--- config.mk ---
export PLATFORM = sky130hd
export DESIGN_NAME = bit_stream_randomness_tests_unit
export DESIGN_NICKNAME = d
export VERILOG_FILES = /design/src/hdl/bsrt_pkg.sv /design/src/hdl/bit_stream_randomness_tests_unit.sv
export SDC_FILE = /design/constraint.sdc
export NUM_CORES = 2
export LEC_CHECK = 0
export BUFFER_PORTS_ARGS = -buffer_cell sky130_fd_sc_hd__buf_2
export CAP_MARGIN = 20
export CORE_ASPECT_RATIO = 1.4
export CORE_MARGIN = 4
export CORE_UTILIZATION = 40
export DETAILED_ROUTE_END_ITERATION = 12
export GPL_TIMING_DRIVEN = 0
export PLACE_DENSITY_LB_ADDON = 0.05
export SETUP_SLACK_MARGIN = 0.1
export SLEW_MARGIN = 20
export SYNTH_ARGS = -nofsm -noshare
export SYNTH_HDL_FRONTEND = slang
export SYNTH_SLANG_ARGS = --single-unit
--- constraint.sdc ---
create_clock -name clk -period 12.05 [get_ports clk]
set_clock_uncertainty 0.1 [all_clocks]
set_input_delay 0 -clock clk [delete_from_list [all_inputs] [get_ports clk]]
set_output_delay 0 -clock clk [all_outputs]
set_load 0.005 [all_outputs]
--- src/hdl/bsrt_pkg.sv ---
// Shared types and constants for the bit-stream randomness test unit.
`default_nettype none

package bsrt_pkg;

  // Widths of the result fields as they leave the block.
  localparam int ONES_W   = 18;
  localparam int RUNS_W   = 18;
  localparam int WORDS_W  = 13;
  localparam int S2_OUT_W = 33;
  localparam int S4_OUT_W = 31;

  // Input word and register port geometry.
  localparam int WORD_W  = 32;
  localparam int THR_W   = 16;
  localparam int ADDR_W  = 5;
  localparam int DATA_W  = 32;

  // Register indexes, taken from paddr[4:2].
  localparam logic [2:0] REG_Z_LIMIT  = 3'd0;
  localparam logic [2:0] REG_PAIR_LO  = 3'd1;
  localparam logic [2:0] REG_PAIR_HI  = 3'd2;
  localparam logic [2:0] REG_NIB_LO   = 3'd3;
  localparam logic [2:0] REG_NIB_HI   = 3'd4;

  // Register reset values (Q8.8).
  localparam logic [THR_W-1:0] Z_LIMIT_RST = 16'd983;
  localparam logic [THR_W-1:0] PAIR_LO_RST = 16'd46;
  localparam logic [THR_W-1:0] PAIR_HI_RST = 16'd2387;
  localparam logic [THR_W-1:0] NIB_LO_RST  = 16'd1598;
  localparam logic [THR_W-1:0] NIB_HI_RST  = 16'd7037;

  // Sequencer step counter: pair position during a word, multiplier
  // operation during the end-of-sample phase.
  localparam int STEP_W = 5;
  localparam logic [STEP_W-1:0] PAIR_STEP_LAST = 5'd15;

  localparam logic [STEP_W-1:0] OP_NIB_FIRST  = 5'd4;
  localparam logic [STEP_W-1:0] OP_FREQ_SQ    = 5'd20;
  localparam logic [STEP_W-1:0] OP_FREQ_LIM   = 5'd21;
  localparam logic [STEP_W-1:0] OP_RUNS_SQ    = 5'd22;
  localparam logic [STEP_W-1:0] OP_RUNS_LIM   = 5'd23;
  localparam logic [STEP_W-1:0] OP_PAIR_SQ    = 5'd24;
  localparam logic [STEP_W-1:0] OP_PAIR_LO    = 5'd25;
  localparam logic [STEP_W-1:0] OP_PAIR_HI    = 5'd26;
  localparam logic [STEP_W-1:0] OP_NIB_SQ     = 5'd27;
  localparam logic [STEP_W-1:0] OP_NIB_LO     = 5'd28;
  localparam logic [STEP_W-1:0] OP_NIB_HI     = 5'd29;

  typedef enum logic [1:0] {
    ST_IDLE,
    ST_WORD,
    ST_SUM,
    ST_DONE
  } state_t;

endpackage

`default_nettype wire

--- src/hdl/bit_stream_randomness_tests_unit.sv ---
// Bit-stream randomness test unit: monobit, runs, pair and nibble tests over a word stream.
// A counted word is accepted in IDLE and then walked one 2-bit pair per cycle through the
// bin update path; a word beyond MAX_WORDS is accepted uncounted and marks the overflow.
// The word marked last then runs the square sums and tests on the one shared
// multiplier (30 operations plus one drain), after which the result register is loaded
// and its result transfer is offered.
// Reset is synchronous: thresholds return to their defaults and the sample is cleared.
`default_nettype none

module bit_stream_randomness_tests_unit #(
  parameter int MAX_WORDS = 4096
) (
  input  wire logic                           clk,
  input  wire logic                           rst,
  // input word channel
  input  wire logic                           in_valid,
  output logic                                in_stall,
  input  wire logic [bsrt_pkg::WORD_W-1:0]    word_in,
  input  wire logic                           last_word,
  // result channel
  output logic                                out_valid,
  input  wire logic                           out_stall,
  output logic [bsrt_pkg::ONES_W-1:0]         ones_total,
  output logic [bsrt_pkg::RUNS_W-1:0]         runs_total,
  output logic [bsrt_pkg::WORDS_W-1:0]        words_seen,
  output logic [bsrt_pkg::S2_OUT_W-1:0]       pair_square_sum,
  output logic [bsrt_pkg::S4_OUT_W-1:0]       nibble_square_sum,
  output logic                                frequency_pass,
  output logic                                runs_pass,
  output logic                                pair_pass,
  output logic                                nibble_pass,
  output logic                                overflow_flag,
  // configuration port
  input  wire logic                           psel,
  input  wire logic                           penable,
  input  wire logic                           pwrite,
  input  wire logic [bsrt_pkg::ADDR_W-1:0]    paddr,
  input  wire logic [bsrt_pkg::DATA_W-1:0]    pwdata,
  output logic [bsrt_pkg::DATA_W-1:0]         prdata,
  output logic                                pready
);

  import bsrt_pkg::*;

  // Word count must hold MAX_WORDS itself. One and run counts reach 32 per
  // word, pair bins 16 and nibble bins 8 per word.
  localparam int WW  = $clog2(MAX_WORDS + 1);
  localparam int CW  = WW + 5;
  localparam int PBW = WW + 4;
  localparam int NBW = WW + 3;
  localparam int S2W = 2 * PBW;
  localparam int S4W = 2 * NBW;
  // Multiplier operands: the widest is the runs deviation, below 64 per word,
  // or a 16-bit threshold.
  localparam int MW  = (WW + 6 > THR_W) ? WW + 6 : THR_W;
  localparam int PW  = 2 * MW;

  // ---------------------------------------------------------------------
  // Configuration registers. pready is always high, so a write lands on the
  // access cycle. Writes to unused addresses are dropped.
  // ---------------------------------------------------------------------
  logic [THR_W-1:0] z_limit_squared;
  logic [THR_W-1:0] pair_chi_low;
  logic [THR_W-1:0] pair_chi_high;
  logic [THR_W-1:0] nibble_chi_low;
  logic [THR_W-1:0] nibble_chi_high;
  logic [2:0]       reg_idx;
  logic             cfg_write;

  assign pready    = 1'b1;
  assign reg_idx   = paddr[4:2];
  assign cfg_write = psel & penable & pwrite & pready;

  always_ff @(posedge clk) begin
    if (rst) begin
      z_limit_squared <= Z_LIMIT_RST;
      pair_chi_low    <= PAIR_LO_RST;
      pair_chi_high   <= PAIR_HI_RST;
      nibble_chi_low  <= NIB_LO_RST;
      nibble_chi_high <= NIB_HI_RST;
    end else if (cfg_write) begin
      case (reg_idx)
        REG_Z_LIMIT: z_limit_squared <= pwdata[THR_W-1:0];
        REG_PAIR_LO: pair_chi_low    <= pwdata[THR_W-1:0];
        REG_PAIR_HI: pair_chi_high   <= pwdata[THR_W-1:0];
        REG_NIB_LO:  nibble_chi_low  <= pwdata[THR_W-1:0];
        REG_NIB_HI:  nibble_chi_high <= pwdata[THR_W-1:0];
        default: ;
      endcase
    end
  end

  always_comb begin
    case (reg_idx)
      REG_Z_LIMIT: prdata = DATA_W'(z_limit_squared);
      REG_PAIR_LO: prdata = DATA_W'(pair_chi_low);
      REG_PAIR_HI: prdata = DATA_W'(pair_chi_high);
      REG_NIB_LO:  prdata = DATA_W'(nibble_chi_low);
      REG_NIB_HI:  prdata = DATA_W'(nibble_chi_high);
      default:     prdata = '0;
    endcase
  end

  // ---------------------------------------------------------------------
  // Sequencer. IDLE takes a word. WORD walks the 16 aligned pairs of it,
  // one per cycle. SUM drives the shared multiplier through the square
  // sums and the four tests. DONE waits for the result register to free.
  // ---------------------------------------------------------------------
  state_t            state;
  state_t            state_next;
  logic [STEP_W-1:0] step;
  logic              in_take;
  logic              word_fits;
  logic              word_active;
  logic              pair_done;
  logic              issue;
  logic              load;
  logic              last_q;
  logic              prod_valid;
  logic [STEP_W-1:0] prod_step;

  logic [WW-1:0]     word_acc;

  assign in_take   = in_valid & ~in_stall;
  assign word_fits = (word_acc < WW'(MAX_WORDS));

  always_comb begin
    state_next = state;
    case (state)
      ST_IDLE: begin
        if (in_take) begin
          if (word_fits) begin
            state_next = ST_WORD;
          end else if (last_word) begin
            state_next = ST_SUM;
          end
        end
      end
      ST_WORD: begin
        if (step == PAIR_STEP_LAST) begin
          state_next = last_q ? ST_SUM : ST_IDLE;
        end
      end
      ST_SUM: begin
        if (prod_valid && (prod_step == OP_NIB_HI)) begin
          state_next = ST_DONE;
        end
      end
      ST_DONE: begin
        if (!out_valid || !out_stall) begin
          state_next = ST_IDLE;
        end
      end
      default: state_next = ST_IDLE;
    endcase
  end

  always_comb begin
    in_stall    = 1'b1;
    word_active = 1'b0;
    issue       = 1'b0;
    load        = 1'b0;
    case (state)
      ST_IDLE: in_stall    = 1'b0;
      ST_WORD: word_active = 1'b1;
      ST_SUM:  issue       = (step <= OP_NIB_HI);
      ST_DONE: load        = ~out_valid | ~out_stall;
      default: in_stall    = 1'b1;
    endcase
  end

  assign pair_done = word_active & (step == PAIR_STEP_LAST);

  always_ff @(posedge clk) begin
    if (rst) begin
      state      <= ST_IDLE;
      step       <= '0;
      prod_valid <= 1'b0;
      last_q     <= 1'b0;
    end else begin
      state      <= state_next;
      prod_valid <= issue;
      if (state != state_next) begin
        step <= '0;
      end else if (word_active || issue) begin
        step <= step + STEP_W'(1);
      end
      if (in_take) begin
        last_q <= last_word;
      end
    end
  end

  // ---------------------------------------------------------------------
  // Per-word accumulation. The word is shifted left two bits a cycle; the
  // top pair feeds the pair bins, ones and runs, and on even steps the top
  // nibble feeds the nibble bins. Runs restart on the first word of a sample.
  // ---------------------------------------------------------------------
  logic [WORD_W-1:0] word_sh;
  logic [CW-1:0]     ones_acc;
  logic [CW-1:0]     runs_acc;
  logic              previous_bit;
  logic              overflow_seen;
  logic [PBW-1:0]    pair_bins   [4];
  logic [NBW-1:0]    nibble_bins [16];
  logic [1:0]        pair_idx;
  logic [3:0]        nib_idx;
  logic [STEP_W-1:0] nib_step;
  logic              bit_hi;
  logic              bit_lo;
  logic              edge_hi;
  logic              edge_lo;

  assign bit_hi   = word_sh[WORD_W-1];
  assign bit_lo   = word_sh[WORD_W-2];
  assign edge_hi  = ((step == '0) && (word_acc == '0)) ? 1'b1 : (bit_hi != previous_bit);
  assign edge_lo  = (bit_hi != bit_lo);
  assign nib_step = step - OP_NIB_FIRST;
  assign pair_idx = word_active ? word_sh[WORD_W-1:WORD_W-2] : step[1:0];
  assign nib_idx  = word_active ? word_sh[WORD_W-1:WORD_W-4] : nib_step[3:0];

  always_ff @(posedge clk) begin
    if (in_take) begin
      word_sh <= word_in;
    end else if (word_active) begin
      word_sh <= {word_sh[WORD_W-3:0], 2'b00};
    end
  end

  always_ff @(posedge clk) begin
    if (rst || load) begin
      ones_acc      <= '0;
      runs_acc      <= '0;
      word_acc      <= '0;
      previous_bit  <= 1'b0;
      overflow_seen <= 1'b0;
      for (int i = 0; i < 4; i++) begin
        pair_bins[i] <= '0;
      end
      for (int i = 0; i < 16; i++) begin
        nibble_bins[i] <= '0;
      end
    end else begin
      if (in_take && !word_fits) begin
        overflow_seen <= 1'b1;
      end
      if (word_active) begin
        ones_acc           <= ones_acc + CW'(bit_hi) + CW'(bit_lo);
        runs_acc           <= runs_acc + CW'(edge_hi) + CW'(edge_lo);
        previous_bit       <= bit_lo;
        pair_bins[pair_idx] <= pair_bins[pair_idx] + PBW'(1);
        if (!step[0]) begin
          nibble_bins[nib_idx] <= nibble_bins[nib_idx] + NBW'(1);
        end
      end
      if (pair_done) begin
        word_acc <= word_acc + WW'(1);
      end
    end
  end

  // ---------------------------------------------------------------------
  // End-of-sample arithmetic on one registered multiplier. Operations, by
  // step: squares of the four pair bins, squares of the sixteen nibble
  // bins, then for each z test the squared deviation and the limit times
  // the bit count or, for runs, twice the bit count less one, and for each chi-square
  // test the squared total followed by the low and high bound times that total. The
  // product is consumed in the cycle after issue; `held` keeps the left side of a test.
  // ---------------------------------------------------------------------
  logic [MW-1:0]   op_a;
  logic [MW-1:0]   op_b;
  logic [PW-1:0]   prod;
  logic [PW-1:0]   held;
  logic [S2W-1:0]  s2_acc;
  logic [S4W-1:0]  s4_acc;
  logic [MW-1:0]   dev_freq;
  logic [MW-1:0]   dev_runs;
  logic [MW-1:0]   n_bits;
  logic [MW-1:0]   m_runs;
  logic [MW-1:0]   p_pairs;
  logic [MW-1:0]   b_nibs;
  logic [MW-1:0]   ones2;
  logic [MW-1:0]   runs2;
  logic [PW+7:0]   scaled;
  logic [PW+7:0]   prod_ext;
  logic            held_le;
  logic            held_ge;
  logic            lo_ok;
  logic            freq_ok;
  logic            runs_ok;
  logic            pair_ok;
  logic            nib_ok;

  assign n_bits  = MW'({word_acc, 5'b00000});
  assign m_runs  = MW'({word_acc, 6'b000000}) - MW'(1);
  assign p_pairs = MW'({word_acc, 4'b0000});
  assign b_nibs  = MW'({word_acc, 3'b000});
  assign ones2   = MW'({ones_acc, 1'b0});
  assign runs2   = MW'({runs_acc, 1'b0});

  always_comb begin
    op_a = MW'(pair_bins[pair_idx]);
    op_b = MW'(pair_bins[pair_idx]);
    case (step)
      OP_FREQ_SQ: begin
        op_a = dev_freq;
        op_b = dev_freq;
      end
      OP_FREQ_LIM: begin
        op_a = MW'(z_limit_squared);
        op_b = n_bits;
      end
      OP_RUNS_SQ: begin
        op_a = dev_runs;
        op_b = dev_runs;
      end
      OP_RUNS_LIM: begin
        op_a = MW'(z_limit_squared);
        op_b = m_runs;
      end
      OP_PAIR_SQ: begin
        op_a = p_pairs;
        op_b = p_pairs;
      end
      OP_PAIR_LO: begin
        op_a = MW'(pair_chi_low);
        op_b = p_pairs;
      end
      OP_PAIR_HI: begin
        op_a = MW'(pair_chi_high);
        op_b = p_pairs;
      end
      OP_NIB_SQ: begin
        op_a = b_nibs;
        op_b = b_nibs;
      end
      OP_NIB_LO: begin
        op_a = MW'(nibble_chi_low);
        op_b = b_nibs;
      end
      OP_NIB_HI: begin
        op_a = MW'(nibble_chi_high);
        op_b = b_nibs;
      end
      default: begin
        if (step >= OP_NIB_FIRST) begin
          op_a = MW'(nibble_bins[nib_idx]);
          op_b = MW'(nibble_bins[nib_idx]);
        end
      end
    endcase
  end

  // Both tests compare 256 times the held value against the current product.
  assign scaled   = {held, 8'h00};
  assign prod_ext = {8'h00, prod};
  assign held_le  = (scaled <= prod_ext);
  assign held_ge  = (prod_ext <= scaled);

  always_ff @(posedge clk) begin
    if (issue) begin
      prod <= {{MW{1'b0}}, op_a} * {{MW{1'b0}}, op_b};
    end
    prod_step <= step;
    // The counts are final once the sequencer reaches SUM, so the absolute
    // deviations are captured on its first cycle.
    if (issue && (step == '0)) begin
      dev_freq <= (ones2 >= n_bits) ? ones2 - n_bits : n_bits - ones2;
      dev_runs <= (runs2 >= m_runs) ? runs2 - m_runs : m_runs - runs2;
    end
  end

  always_ff @(posedge clk) begin
    if (rst || load) begin
      s2_acc <= '0;
      s4_acc <= '0;
    end else if (prod_valid) begin
      if (prod_step < OP_NIB_FIRST) begin
        s2_acc <= s2_acc + prod[S2W-1:0];
      end else if (prod_step < OP_FREQ_SQ) begin
        s4_acc <= s4_acc + prod[S4W-1:0];
      end
    end
  end

  always_ff @(posedge clk) begin
    if (prod_valid) begin
      case (prod_step)
        OP_FREQ_SQ:  held    <= prod;
        OP_FREQ_LIM: freq_ok <= held_le;
        OP_RUNS_SQ:  held    <= prod;
        OP_RUNS_LIM: runs_ok <= held_le;
        OP_PAIR_SQ:  held    <= (PW'(s2_acc) << 2) - prod;
        OP_PAIR_LO:  lo_ok   <= held_ge;
        OP_PAIR_HI:  pair_ok <= lo_ok & held_le;
        OP_NIB_SQ:   held    <= (PW'(s4_acc) << 4) - prod;
        OP_NIB_LO:   lo_ok   <= held_ge;
        OP_NIB_HI:   nib_ok  <= lo_ok & held_le;
        default: ;
      endcase
    end
  end

  // ---------------------------------------------------------------------
  // Result register. It is loaded from DONE once empty or being taken in
  // this cycle, so the next sample can start while a result waits for its
  // transfer. An empty sample reports all tests as failed.
  // ---------------------------------------------------------------------
  logic out_valid_next;
  logic any_words;

  assign any_words = (word_acc != '0);

  always_comb begin
    out_valid_next = out_valid;
    if (load) begin
      out_valid_next = 1'b1;
    end else if (out_valid && !out_stall) begin
      out_valid_next = 1'b0;
    end
  end

  always_ff @(posedge clk) begin
    if (rst) begin
      out_valid <= 1'b0;
    end else begin
      out_valid <= out_valid_next;
    end
  end

  always_ff @(posedge clk) begin
    if (load) begin
      ones_total        <= ONES_W'(ones_acc);
      runs_total        <= RUNS_W'(runs_acc);
      words_seen        <= WORDS_W'(word_acc);
      pair_square_sum   <= S2_OUT_W'(s2_acc);
      nibble_square_sum <= S4_OUT_W'(s4_acc);
      frequency_pass    <= any_words & freq_ok;
      runs_pass         <= any_words & runs_ok;
      pair_pass         <= any_words & pair_ok;
      nibble_pass       <= any_words & nib_ok;
      overflow_flag     <= overflow_seen;
    end
  end

endmodule

`default_nettype wire

==> results_dict.tcl <==
set metrics [dict create \
    grt_start_max_net_pins 87 \
    worstPathMaxFanout 10 \
    drc 0 \
    yosysSeqAreaShare_pct 40.6 \
    synth_top_area_share_pct 32.8 \
    post-route-period-util_pct 95.1 \
    cts_root_buffer "clkbuf_16" \
    htreeDepth 3 \
    place.gp.congestion 0.932 \
    via_per_inst 5.45 \
    synth_top_family_by_area "adder cells" \
    synth.distinct_cells 95 \
    fp.dieH_um 443 \
    hold_path.class "in -> reg" \
    timing.final.ws_setup_ps 588 \
    vias 42016 \
    intPower_uw 9080 \
    final-setup-viol-count 0 \
    p_comb_share_pct 61.0 \
    vdd_drop_max_uv 484 \
    cp-startpoint "step[1]" \
    p_seq_share_pct 22.7 \
    cts_tree "built" \
    cts.clk_slew.worst_paths_ps 60 \
    p_leak_uw 0.0260 \
    synth_xor_area_share_pct 3.87 \
    finalMaxSlewViolations 0 \
    sw_frac_of_total_pct 45.8 \
    fmax_ghz 0.0872 \
    synth_seq_cells 803 \
    dieArea_um2 141000 \
    slowest_stage "fa_1" \
    num-nets-final 6548 \
    reg2reg_from "step[1]" \
    start_util_pct 40.3 \
    synth_top_flop_cell "edfxtp_1" \
    cts.path.max_buffers 3 \
    antenna_found_initial 6 \
    synth_adder_area_share_pct 18.2 \
    stdcell_count 7712 \
    io_pins 230 \
    critPathMaxStageDelay_ps 590 \
    hold_violations 0 \
    cts_num_sinks 803 \
    fin_util_pct 46.2 \
    reg2reg_setup_slack_ps 590 \
    worst_ep_arrival_time_ps 11760 \
    netlist_instances 5418 \
    area_growth_pct 14.5 \
    path_class "reg -> reg" \
    ys_warn_count 0 \
    dp_cells 7416 \
    worstReg2RegEnd "prod[34]" \
    min_period_ps 11460 \
    wl_per_cell_um 25.0 \
    drive_above_1_share_pct 11.1 \
    yosysTopAreaCell "edfxtp_1" \
    grt.overflow.total 0 \
    coreArea_um2 134000 \
    die_w_um 319 \
    first_pass_iters 6 \
    dr.first_iter.drc_count 3441 \
    async_reset_ff_share_pct 0 \
    worstSkewPairLatency_ps 750 \
    fillCellCount 12955 \
    clkPwrFrac_pct 16.3 \
    grt_usage_pct 26.8 \
    yosys.area_share.simple_pct 14.5 \
    cp-start-kind "register" \
    drtAntennaViolNets 0 \
    rows 159 \
    synth_edf_count 591 \
    port_buffers 193 \
    cap_violations 0 \
    grt_pass1_vias 43452 \
    status "complete, no violations" \
    grt_pass1_wl_um 283000 \
    synth.area.mux_share_pct 4.30 \
    cts_made_buffers 88 \
    pre_cts_ws_ps -319 \
    net-switching-power_uw 7670 \
    critPathMostFrequentCell "fa_1" \
    cp-end-kind "register" \
    rsz0062_at_grt "false" \
    synth_compound_area_share_pct 12.2 \
    power_density_nw_per_um2 270 \
    multi_input_area_um2 29000 \
    slew_headroom_pct 22.5 \
    crit_end "prod[34]" \
    regArea_um2 22000 \
    postSynthAreaPerCell_um2 9.99 \
    wl_um 193000 \
    reg2reg_depth 36 \
    syn-cell-area_um2 54100 \
    tightestPinTransition_ps 1160 \
    cp_data_required_time_ps 12350 \
    synth_area_leaders "edfxtp_1 33%, fa_1 11%, dfxtp_1 7.8%, ha_1 7.3%, nand2_1 4.7%" \
    dpl.hpwl_um 150000 \
]
==> cell usage after synthesis (all sizes together), types with 12 or more instances <==
| cell type | number |
|---|---|
| a21o | 123 |
| mux2i | 49 |
| a222oi | 15 |
| o21bai | 20 |
| o22ai | 58 |
| nor4 | 12 |
| nand2b | 42 |
| xnor2 | 158 |
| fa | 294 |
| xor2 | 74 |
| nand3 | 79 |
| a22oi | 107 |
| buf | 105 |
| a211oi | 33 |
| mux4 | 36 |
| nor3 | 71 |
| clkbuf | 192 |
| nand3b | 30 |
| dfxtp | 212 |
| a21oi | 290 |
| edfxtp | 591 |
| nor2b | 39 |
| a211o | 15 |
| or3 | 24 |
| and3 | 55 |
| inv | 550 |
| o21ai | 150 |
| mux2 | 88 |
| nand2 | 680 |
| a221oi | 25 |
| a2111oi | 12 |
| o21a | 25 |
| ha | 317 |
| a31oi | 34 |
| a22o | 15 |
| o211ai | 16 |
| and2 | 90 |
| nor2 | 546 |
| nand4 | 37 |
==> area by class of cell <==
cell class	count	share of cell area [%]
antenna	5	0.0202
tap	1771	3.57
timing repair buffer	338	3.99
buffer	296	2.21
inverter	552	3.35
clock buffer	111	3.79
clock inverter	55	0.856
multi-input combinational	3781	46.7
sequential	803	35.5
==> power by group through the flow <==
stage | clock [uW] | combinational [uW] | sequential (uW)
2_1_floorplan | 0 | 7580 | 3740
3_3_place_gp | 0 | 10200 | 3860
4_1_cts | 2790 | 10300 | 3800
6_report | 2730 | 10200 | 3800
5_1_grt | 2900 | 11600 | 3810
3_5_place_dp | 0 | 10300 | 3860
==> how the worst min path moves through the flow <==
stage | startpoint | endpoint | slack (ps) | cells after the start
2_1_floorplan | pwdata[0] | nibble_chi_high[0] | 20 | 1
3_3_place_gp | last_word | last_q | 150 | 3
3_5_place_dp | last_word | last_q | 180 | 3
4_1_cts | last_word | state[1] | 40 | 4
5_1_grt | last_word | state[1] | 100 | 4
6_report | last_word | state[1] | 110 | 4
==> sequential cells by signal (all words and copies together) (netlist names), 18 cells and up <==
signal	flops
s2_acc	34
ones_total	18
dev_freq	18
prod	38
pair_bins	68
runs_acc	18
dev_runs	18
runs_total	18
nibble_square_sum	31
held	38
s4_acc	32
pair_square_sum	33
word_sh	32
nibble_bins	256
ones_acc	18
==> cell usage in the layout (no fill, tap or decap), types with 58 or more instances in the layout <==
| cell type | count |
|---|---|
| a21oi_1 | 288 |
| edfxtp_1 | 591 |
| o22ai_1 | 58 |
| dfxtp_1 | 212 |
| clkbuf_1 | 193 |
| ha_1 | 317 |
| nand2_1 | 680 |
| nand3_1 | 79 |
| mux2_2 | 88 |
| a22oi_1 | 107 |
| o21ai_0 | 144 |
| clkbuf_16 | 90 |
| xor2_1 | 72 |
| fa_1 | 294 |
| dlygate4sd3_1 | 120 |
| inv_1 | 548 |
| xnor2_1 | 153 |
| and2_1 | 89 |
| a21o_1 | 123 |
| nor2_1 | 540 |
| buf_2 | 255 |
| nor3_1 | 63 |
==> stage by stage <==
stage / cell area, um^2 / hold slack (ps) / setup TNS, ps / power (uW)
after floorplan: 54200 / 17.9 / 0 / 11300
after global placement: 57400 / 154 / -10360 / 14000
after detailed placement: 57700 / 176 / -793 / 14100
after CTS: 61900 / 37.2 / 0 / 16900
after global routing: 62000 / 103 / 0 / 18300
final: 62000 / 115 / 0 / 16700
==> routing by layer <==
layer | track usage [%] | part of all wire [%] | up-vias | routed length [um]
li1 | - | - | 19569 | -
met1 | 29.9 | 37 | 20746 | 72000
met2 | 49.7 | 52 | 1288 | 100000
met3 | 3.44 | 4.9 | 413 | 9530
met4 | 13.5 | 5.7 | 0 | 10900
met5 | 0 | 0 | - | 0
==> timing repair <==
action                                  CTS  global route
setup buffers                             4             1
endpoints found under the hold margin   124             0
gates resized for setup                   6            35
endpoints found under the setup margin    6             6
hold buffers                            120             0
pin swaps                                 3             1
==> worst max-delay path: cells and delay by family (launching register included) <==
family / cells / cell delay [ps]
flip-flops: 1 / 380
adder cells (fa/ha/maj): 8 / 3610
XOR/XNOR: 1 / 90
buffers and inverters: 11 / 2390
AO/OA/AOI/OAI: 8 / 2210
AND/OR/NAND/NOR: 8 / 2330
==> cell families after synthesis <==
logic type	count (synthesis)
AOI/OAI and AO/OA	998
other	2
buffers and inverters	849
muxes	173
adders and majority gates	611
and+or+nand+nor	1750
DFF	803
xor gates and xnor gates	232
(Power assumes the default switching activity.)
